## config.mk

```make
export PLATFORM = sky130hd
export DESIGN_NAME = utf16_string_block_parser_top
export DESIGN_NICKNAME = d
export VERILOG_FILES = /design/src/usbp_pkg.sv /design/src/usbp_in_stage.sv /design/src/usbp_parser.sv /design/src/usbp_out_stage.sv /design/src/utf16_string_block_parser_top.sv
export VERILOG_INCLUDE_DIRS = /design/src /design/src/src
export SDC_FILE = /design/constraint.sdc
export NUM_CORES = 1
export LEC_CHECK = 0
export BUFFER_PORTS_ARGS = -buffer_cell sky130_fd_sc_hd__buf_2
export CAP_MARGIN = 25
export CORE_ASPECT_RATIO = 0.9
export CORE_MARGIN = 4
export CORE_UTILIZATION = 65
export CTS_CLUSTER_DIAMETER = 30
export DETAILED_ROUTE_END_ITERATION = 8
export GPL_TIMING_DRIVEN = 0
export PLACE_DENSITY = 0.91
export SYNTH_ARGS = -nofsm -noshare
export SYNTH_HDL_FRONTEND = slang
export SYNTH_SLANG_ARGS = --single-unit
```

## constraint.sdc

```tcl
create_clock -name aclk -period 6.8 [get_ports aclk]
set_input_delay 1.02 -clock aclk [delete_from_list [all_inputs] [get_ports aclk]]
set_output_delay 1.02 -clock aclk [all_outputs]
set_load 0.02 [all_outputs]
```

## src/utf16_string_block_parser_top_defines.svh

```systemverilog
// ----------------------------------------------------------------------------
// utf16_string_block_parser_top_defines.svh
// Assertion macros used by the string block parser module usbp_parser.
// ----------------------------------------------------------------------------
`ifndef UTF16_STRING_BLOCK_PARSER_TOP_DEFINES_SVH
`define UTF16_STRING_BLOCK_PARSER_TOP_DEFINES_SVH

`ifndef SYNTH

// Same-cycle implication, checked at every rising edge outside reset.
`define USBP_ASSERT_NOW(label, clk, rst_n, ante, cons) \
    label: assert property (@(posedge clk) disable iff (!rst_n) (ante) |-> (cons)) \
        else $error("usbp assertion failed");

// Implication whose consequent is checked in the cycle after the antecedent.
`define USBP_ASSERT_NEXT(label, clk, rst_n, ante, cons) \
    label: assert property (@(posedge clk) disable iff (!rst_n) (ante) |=> (cons)) \
        else $error("usbp assertion failed");

`else

`define USBP_ASSERT_NOW(label, clk, rst_n, ante, cons)
`define USBP_ASSERT_NEXT(label, clk, rst_n, ante, cons)

`endif

`endif

```

## src/usbp_pkg.sv

```systemverilog
// ----------------------------------------------------------------------------
// usbp_pkg
// Types and constants of the UTF-16 string block parser.
// ----------------------------------------------------------------------------
package usbp_pkg;

    localparam int STRINGS_PER_BLOCK = 16;
    localparam int INDEX_W           = 5;
    localparam int SIZE_W            = 16;
    localparam int ID_W              = 20;
    localparam int STRIDE_SHIFT      = 4;    // 16 strings per block id

    localparam logic [7:0] CHAR_SPACE   = 8'h20;
    localparam logic [7:0] CHAR_UNKNOWN = 8'h3F;

    localparam logic [INDEX_W-1:0] INDEX_LIMIT = INDEX_W'(STRINGS_PER_BLOCK);

    localparam int S_TDATA_W = 40;
    localparam int M_TDATA_W = 32;

    typedef enum logic [4:0] {
        PH_LEN_LO = 5'b00001,
        PH_LEN_HI = 5'b00010,
        PH_CHR_LO = 5'b00100,
        PH_CHR_HI = 5'b01000,
        PH_DONE   = 5'b10000
    } phase_t;

    typedef struct packed {
        logic [7:0]        data_byte;
        logic [15:0]       block_number;
        logic [SIZE_W-1:0] block_bytes;
        logic              end_of_block;
    } in_item_t;

    typedef struct packed {
        logic [ID_W-1:0] string_id;
        logic [7:0]      char_code;
        logic            last_char;
    } out_item_t;

    // Result handed from the parser to the output register.
    typedef struct packed {
        logic      valid;
        out_item_t item;
    } result_t;

endpackage

```

## src/usbp_in_stage.sv

```systemverilog
// ----------------------------------------------------------------------------
// usbp_in_stage
// Input register: holds one accepted byte item until the parser takes it.
// ----------------------------------------------------------------------------
module usbp_in_stage (
    input  logic               aclk,
    input  logic               aresetn,
    input  logic               s_valid,
    output logic               s_ready,
    input  usbp_pkg::in_item_t s_item,
    input  logic               take,
    output logic               item_valid,
    output usbp_pkg::in_item_t item
);
    import usbp_pkg::*;

    logic     valid_reg;
    logic     valid_next;
    in_item_t item_reg;

    // The register frees up in the same cycle that the parser consumes it.
    assign s_ready = !valid_reg || take;

    always_comb begin
        valid_next = valid_reg;
        if (s_valid && s_ready) begin
            valid_next = 1'b1;
        end else if (take) begin
            valid_next = 1'b0;
        end
    end

    always_ff @(posedge aclk) begin
        if (!aresetn) begin
            valid_reg <= 1'b0;
        end else begin
            valid_reg <= valid_next;
        end
    end

    always_ff @(posedge aclk) begin
        if (s_valid && s_ready) begin
            item_reg <= s_item;
        end
    end

    assign item_valid = valid_reg;
    assign item       = item_reg;

endmodule

```

## src/usbp_parser.sv

```systemverilog
// ----------------------------------------------------------------------------
// usbp_parser
// Block parse state and the per-byte step that decodes lengths and characters.
// ----------------------------------------------------------------------------
`include "utf16_string_block_parser_top_defines.svh"

module usbp_parser (
    input  logic               aclk,
    input  logic               aresetn,
    input  logic               take,
    input  usbp_pkg::in_item_t item,
    output usbp_pkg::result_t  result
);
    import usbp_pkg::*;

    phase_t             phase_reg, phase_next;
    logic [SIZE_W-1:0]  pos_reg, pos_next;
    logic [INDEX_W-1:0] idx_reg, idx_next;
    logic [15:0]        rem_reg, rem_next;
    logic [7:0]         held_reg, held_next;

    logic [SIZE_W-1:0]  pos_inc;
    logic [15:0]        word;
    logic [15:0]        rem_dec;
    logic [SIZE_W:0]    room_need;
    logic [SIZE_W+1:0]  span_end;
    logic [15:0]        blk_dec;
    logic [7:0]         narrowed;

    assign pos_inc   = pos_reg + SIZE_W'(1);
    assign word      = {item.data_byte, held_reg};
    assign rem_dec   = rem_reg - 16'd1;
    assign room_need = {1'b0, pos_reg} + (SIZE_W + 1)'(2);
    // Each character takes two bytes, so the length is doubled.
    assign span_end  = {2'b00, pos_inc} + {1'b0, word, 1'b0};
    assign blk_dec   = item.block_number - 16'd1;

    always_comb begin
        if (word == 16'd0) begin
            narrowed = CHAR_SPACE;
        end else if (word[15:8] == 8'd0) begin
            narrowed = word[7:0];
        end else begin
            narrowed = CHAR_UNKNOWN;
        end
    end

    always_comb begin
        phase_next = phase_reg;
        pos_next   = pos_reg;
        idx_next   = idx_reg;
        rem_next   = rem_reg;
        held_next  = held_reg;
        result.valid          = 1'b0;
        result.item.string_id = {blk_dec, {STRIDE_SHIFT{1'b0}}}
                                + {{(ID_W - INDEX_W){1'b0}}, idx_reg};
        result.item.char_code = narrowed;
        result.item.last_char = (rem_dec == 16'd0);

        if (take) begin
            unique case (phase_reg)
                PH_LEN_LO: begin
                    if (idx_reg >= INDEX_LIMIT ||
                        room_need > {1'b0, item.block_bytes}) begin
                        phase_next = PH_DONE;
                    end else begin
                        held_next  = item.data_byte;
                        pos_next   = pos_inc;
                        phase_next = PH_LEN_HI;
                    end
                end
                PH_LEN_HI: begin
                    pos_next = pos_inc;
                    if (word == 16'd0) begin
                        idx_next   = idx_reg + INDEX_W'(1);
                        phase_next = PH_LEN_LO;
                    end else if (span_end > {2'b00, item.block_bytes}) begin
                        phase_next = PH_DONE;
                    end else begin
                        rem_next   = word;
                        phase_next = PH_CHR_LO;
                    end
                end
                PH_CHR_LO: begin
                    held_next  = item.data_byte;
                    pos_next   = pos_inc;
                    phase_next = PH_CHR_HI;
                end
                PH_CHR_HI: begin
                    pos_next     = pos_inc;
                    rem_next     = rem_dec;
                    result.valid = 1'b1;
                    if (rem_dec == 16'd0) begin
                        idx_next   = idx_reg + INDEX_W'(1);
                        phase_next = PH_LEN_LO;
                    end else begin
                        phase_next = PH_CHR_LO;
                    end
                end
                default: begin
                    phase_next = PH_DONE;
                end
            endcase

            // The final byte of a block is parsed like any other, then the
            // state starts over for the next block.
            if (item.end_of_block) begin
                phase_next = PH_LEN_LO;
                pos_next   = '0;
                idx_next   = '0;
                rem_next   = '0;
                held_next  = '0;
            end
        end
    end

    always_ff @(posedge aclk) begin
        if (!aresetn) begin
            phase_reg <= PH_LEN_LO;
            pos_reg   <= '0;
            idx_reg   <= '0;
            rem_reg   <= '0;
            held_reg  <= '0;
        end else begin
            phase_reg <= phase_next;
            pos_reg   <= pos_next;
            idx_reg   <= idx_next;
            rem_reg   <= rem_next;
            held_reg  <= held_next;
        end
    end

    `USBP_ASSERT_NOW(a_result_from_char_high, aclk, aresetn, result.valid, phase_reg == PH_CHR_HI && take)
    `USBP_ASSERT_NEXT(a_block_end_restarts, aclk, aresetn, take && item.end_of_block, phase_reg == PH_LEN_LO && pos_reg == '0 && idx_reg == '0)
    `USBP_ASSERT_NOW(a_index_bounded, aclk, aresetn, 1'b1, idx_reg <= INDEX_LIMIT)
    `USBP_ASSERT_NOW(a_chars_left_in_string, aclk, aresetn, phase_reg == PH_CHR_LO || phase_reg == PH_CHR_HI, rem_reg != 16'd0)

endmodule

```

## src/usbp_out_stage.sv

```systemverilog
// ----------------------------------------------------------------------------
// usbp_out_stage
// Result register that holds one character until the downstream side takes it.
// ----------------------------------------------------------------------------
module usbp_out_stage (
    input  logic                aclk,
    input  logic                aresetn,
    input  usbp_pkg::result_t   result,
    output logic                m_valid,
    input  logic                m_ready,
    output usbp_pkg::out_item_t m_item
);
    import usbp_pkg::*;

    logic      valid_reg;
    logic      valid_next;
    out_item_t item_reg;

    always_comb begin
        valid_next = valid_reg;
        if (result.valid) begin
            valid_next = 1'b1;
        end else if (m_ready) begin
            valid_next = 1'b0;
        end
    end

    always_ff @(posedge aclk) begin
        if (!aresetn) begin
            valid_reg <= 1'b0;
        end else begin
            valid_reg <= valid_next;
        end
    end

    always_ff @(posedge aclk) begin
        if (result.valid) begin
            item_reg <= result.item;
        end
    end

    assign m_valid = valid_reg;
    assign m_item  = item_reg;

endmodule

```

## src/utf16_string_block_parser_top.sv

```systemverilog
// The result register captures a character when the parser takes its high byte from the
// input register. Throughput: one byte item per cycle while the m_ side keeps up.
// The pair of the input register and the result register sets that figure; a held result
// that is not being taken stops the parser, and the input once the input register is full.
// Reset: aresetn is synchronous and active low; it empties both registers and
// returns the parse state to the length low byte at position zero.
// ----------------------------------------------------------------------------
// utf16_string_block_parser_top
// Streams string-table block bytes in and emits narrowed, tagged characters.
// ----------------------------------------------------------------------------
module utf16_string_block_parser_top (
    input  logic                           aclk,
    input  logic                           aresetn,
    input  logic                           s_tvalid,
    output logic                           s_tready,
    // data_byte[7:0], block_number[23:8], block_bytes[39:24]
    input  logic [usbp_pkg::S_TDATA_W-1:0] s_tdata,
    input  logic                           s_tlast,   // end_of_block
    output logic                           m_tvalid,
    input  logic                           m_tready,
    // string_id[19:0], char_code[27:20], zero fill[31:28]
    output logic [usbp_pkg::M_TDATA_W-1:0] m_tdata,
    output logic                           m_tlast    // last_char
);
    import usbp_pkg::*;

    in_item_t  s_item;
    in_item_t  item;
    logic      item_valid;
    logic      take;
    result_t   result;
    out_item_t m_item;

    assign s_item.data_byte    = s_tdata[7:0];
    assign s_item.block_number = s_tdata[23:8];
    assign s_item.block_bytes  = s_tdata[39:24];
    assign s_item.end_of_block = s_tlast;

    // The held byte moves on whenever the result register is free or draining.
    assign take = item_valid && (!m_tvalid || m_tready);

    usbp_in_stage u_in (
        .aclk       (aclk),
        .aresetn    (aresetn),
        .s_valid    (s_tvalid),
        .s_ready    (s_tready),
        .s_item     (s_item),
        .take       (take),
        .item_valid (item_valid),
        .item       (item)
    );

    usbp_parser u_parser (
        .aclk    (aclk),
        .aresetn (aresetn),
        .take    (take),
        .item    (item),
        .result  (result)
    );

    usbp_out_stage u_out (
        .aclk    (aclk),
        .aresetn (aresetn),
        .result  (result),
        .m_valid (m_tvalid),
        .m_ready (m_tready),
        .m_item  (m_item)
    );

    assign m_tdata = {4'b0000, m_item.char_code, m_item.string_id};
    assign m_tlast = m_item.last_char;

endmodule

```

==> flow_summary_export.csv <==
group,metric,value,unit
floorplanning,die_area,0.0137,mm2
layout,antenna_cells,0,
yosys,synth_top_area_share,27.2,%
worst_setup_path,worstPathRequired,7.09,ns
floorplanning,fp.dieW,123,um
sta,relSlewSlack,38.7,%
power,power.density,215,mW/mm2
sta,setup_viol,0,
clock_network,clock-sinks,122,
sta,hold_slack,0.506,ns
global_route,antenna_found_initial,0,
worst_setup_path,startpoint_type,"flip-flop",
power,p_leak,3.69,nW
global_route,grt_max_degree,30,
yosys,syn_avg_cell_area,9.33,um2
layout,largest_reg_flops,41,
placed_design,gp_congestion,0.946,
route,detail-route-antenna-nets,0,
clock_network,ctsHoldBuffers,0,
floorplanning,start_util,67.0,%
floorplanning,ioPinCount,80,
route,drc_errors,0,
layout,area_growth,16.0,%
worst_setup_path,worstPathMaxFanout,10,
worst_setup_path,rr_startpoint,"u_parser.pos_reg[0]",
global_route,grt_util_all_layers,29.7,%
layout,fin_util,77.7,%
worst_setup_path,path_class,"flip-flop to flip-flop",
clock_network,clock_path_buffers,2,
clock_network,h-tree-depth,4,
clock_network,cts_inserted_buffers,17,
sta,hold_viol,0,
placed_design,dp_hpwl,13700,um
floorplanning,die_h,111,um
clock_network,postCtsSetupRepairBufs,0,
sta,fin_skew,0.00766,ns
sta,tightest_slew,0.911,ns
yosys,async_flop_share,0,%
sta,min_period_over_period,94.3,%
clock_network,cts_tree,"yes",
yosys,yosysTopAreaCell,"edfxtp_1",
placed_design,io_buffers,75,
yosys,synth.distinct_cells,70,
sta,period_minus_slack,6.41,ns
worst_setup_path,crit_start,"u_parser.pos_reg[0]",
clock_network,cts_resized,0,
global_route,grt-ovfl-total,0,
layout,drive_gt1_share,14.6,%
layout,nets,1033,
route,firstDrtPassIters,6,
route,wire_per_inst,18.3,um
route,via_count,6957,
sta,rsz0062_at_grt,"false",
yosys,ys_seq_elements,122,
clock_network,cts-root-buf,"clkbuf_16",
yosys,yosys_most_used_dff,"edfxtp_1",
sta,fin_tns_setup,0,ns
yosys,synth_area,0.00772,mm2
yosys,synth_edf_count,70,
route,drtIter0Drc,956,
route,routed_via_density,6.35,
worst_hold_path,worstHoldStart,"u_parser.idx_reg[3]",
floorplanning,rows,37,
worst_setup_path,worst_setup_path_end_kind,"flip-flop",
yosys,ys_seq_area_share,40.7,%
route,routed_wl,20100,um
run_status,status,"complete, no violations",
floorplanning,core,0.0115,mm2
clock_network,path_clk_slew,0.06,ns
clock_network,clk_latency,0.43,ns
power,ir_drop,0.000279,V
global_route,grt_pass1_vias,6395,
global_route,grt_pass1_wl,32000,um
flow_run,max_cap_violations,0,
sta,fmax,156,MHz
worst_setup_path,arrival,6.70,ns
yosys,syn_inst,828,
sta,report.final.slew_viol_count,0,
yosys,synthTopCellsByArea,"edfxtp_1 (27%), dfxtp_1 (13%), ha_1 (9.7%)",
yosys,yosys_warnings,0,
worst_hold_path,hold_class,"flip-flop to flip-flop",
-- metal layers --
metal / vias to the layer above / GRT usage (%) / part of all wire [%]
met5: - / 0 / 0
met4: 0 / 12.0 / 3.4
met3: 71 / 7.72 / 10
met2: 426 / 46.0 / 46
met1: 3201 / 39.5 / 41
li1: 3259 / - / -
-- worst max-delay path: stages, from the launching register on --
cell,delay [ns]
dfxtp_1,0.57
ha_1,0.30
nand3_1,0.24
or2_2,0.39
nor2_1,0.39
nand3_1,0.16
xnor2_1,0.33
ha_1,0.33
nand2_1,0.07
nor2_1,0.04
a211oi_1,0.21
o21ai_0,0.23
a21o_1,0.23
a21oi_1,0.16
xnor2_1,0.10
ha_1,0.30
nand4_1,0.14
nor2_1,0.31
o41ai_1,0.14
a22oi_1,0.40
nand4b_1,0.28
a21o_1,0.32
clkbuf_1,0.44
o21ai_0,0.18
-- placed cells by master (no fill, tap or decap), drive strengths merged, types with 26 or more instances in the layout --
| master | instances |
|---|---|
| dfxtp | 52 |
| nor3 | 26 |
| nor2 | 47 |
| inv | 40 |
| ha | 60 |
| xnor2 | 43 |
| edfxtp | 70 |
| a21oi | 63 |
| clkbuf | 52 |
| o21ai | 34 |
| buf | 89 |
| nand3 | 31 |
| nand2 | 78 |
-- area by class of cell --
cell class              count  area [um2]
inverters                  38         143
clock buffers              18         429
flip-flops and latches    122        3140
multi-input cells         625        4240
plain buffers              46         208
well taps                 156         195
clock inverters            14         173
repair buffers             77         423
fillers                   763        2570
-- worst paths after layout --
path,end,slack (ns),cells past startpoint
hold reg to reg,u_out.m_item[12],0.51,0
setup / recovery,u_parser.rem_reg[11],0.39,23
setup reg to reg,u_parser.rem_reg[11],0.39,23
hold / removal,u_out.m_item[12],0.51,0
-- per-stage QoR --
stage,instances,total power [W],area [um2],setup slack (ns)
floorplan,831,0.000950,7730,2.15
global placement,1062,0.000996,8300,0.828
detailed placement,1063,0.00100,8320,0.687
CTS,1095,0.00192,8930,0.587
global route,1096,0.00199,8950,0.0727
finish,1096,0.00192,8950,0.389
-- power by group --
part / switching, W / total [W] / internal (W)
clock: 0.000347 / 0.000924 / 0.000577
sequential: 0.0000239 / 0.000830 / 0.000806
combinational: 0.000102 / 0.000168 / 0.0000665
-- synthesized netlist by cell type, drive strengths merged (6+ instances only) --
cell type,instances
nand2,78
edfxtp,70
a21oi,63
ha,60
dfxtp,52
nor2,47
xnor2,43
inv,38
clkbuf,34
o21ai,34
nand3,31
nor3,26
xor2,21
or3,14
and3,13
mux2i,13
buf,12
nor4,12
nand4,11
a22o,10
nor2b,10
a21o,9
or2,9
o22ai,8
a41oi,7
and2,7
o211ai,7
a211oi,6
-- cell families after synthesis --
family                     share of synthesized area [%]
and+or+nand+nor                                     19.4
AOI/OAI and AO/OA                                   16.2
DFF                                                 40.7
buffers and inverters                               4.54
xor gates and xnor gates                            7.26
adders and majority gates                           9.98
muxes                                               1.83
other                                             0.0486
No activity file was read; power rests on OpenSTA's default activity.
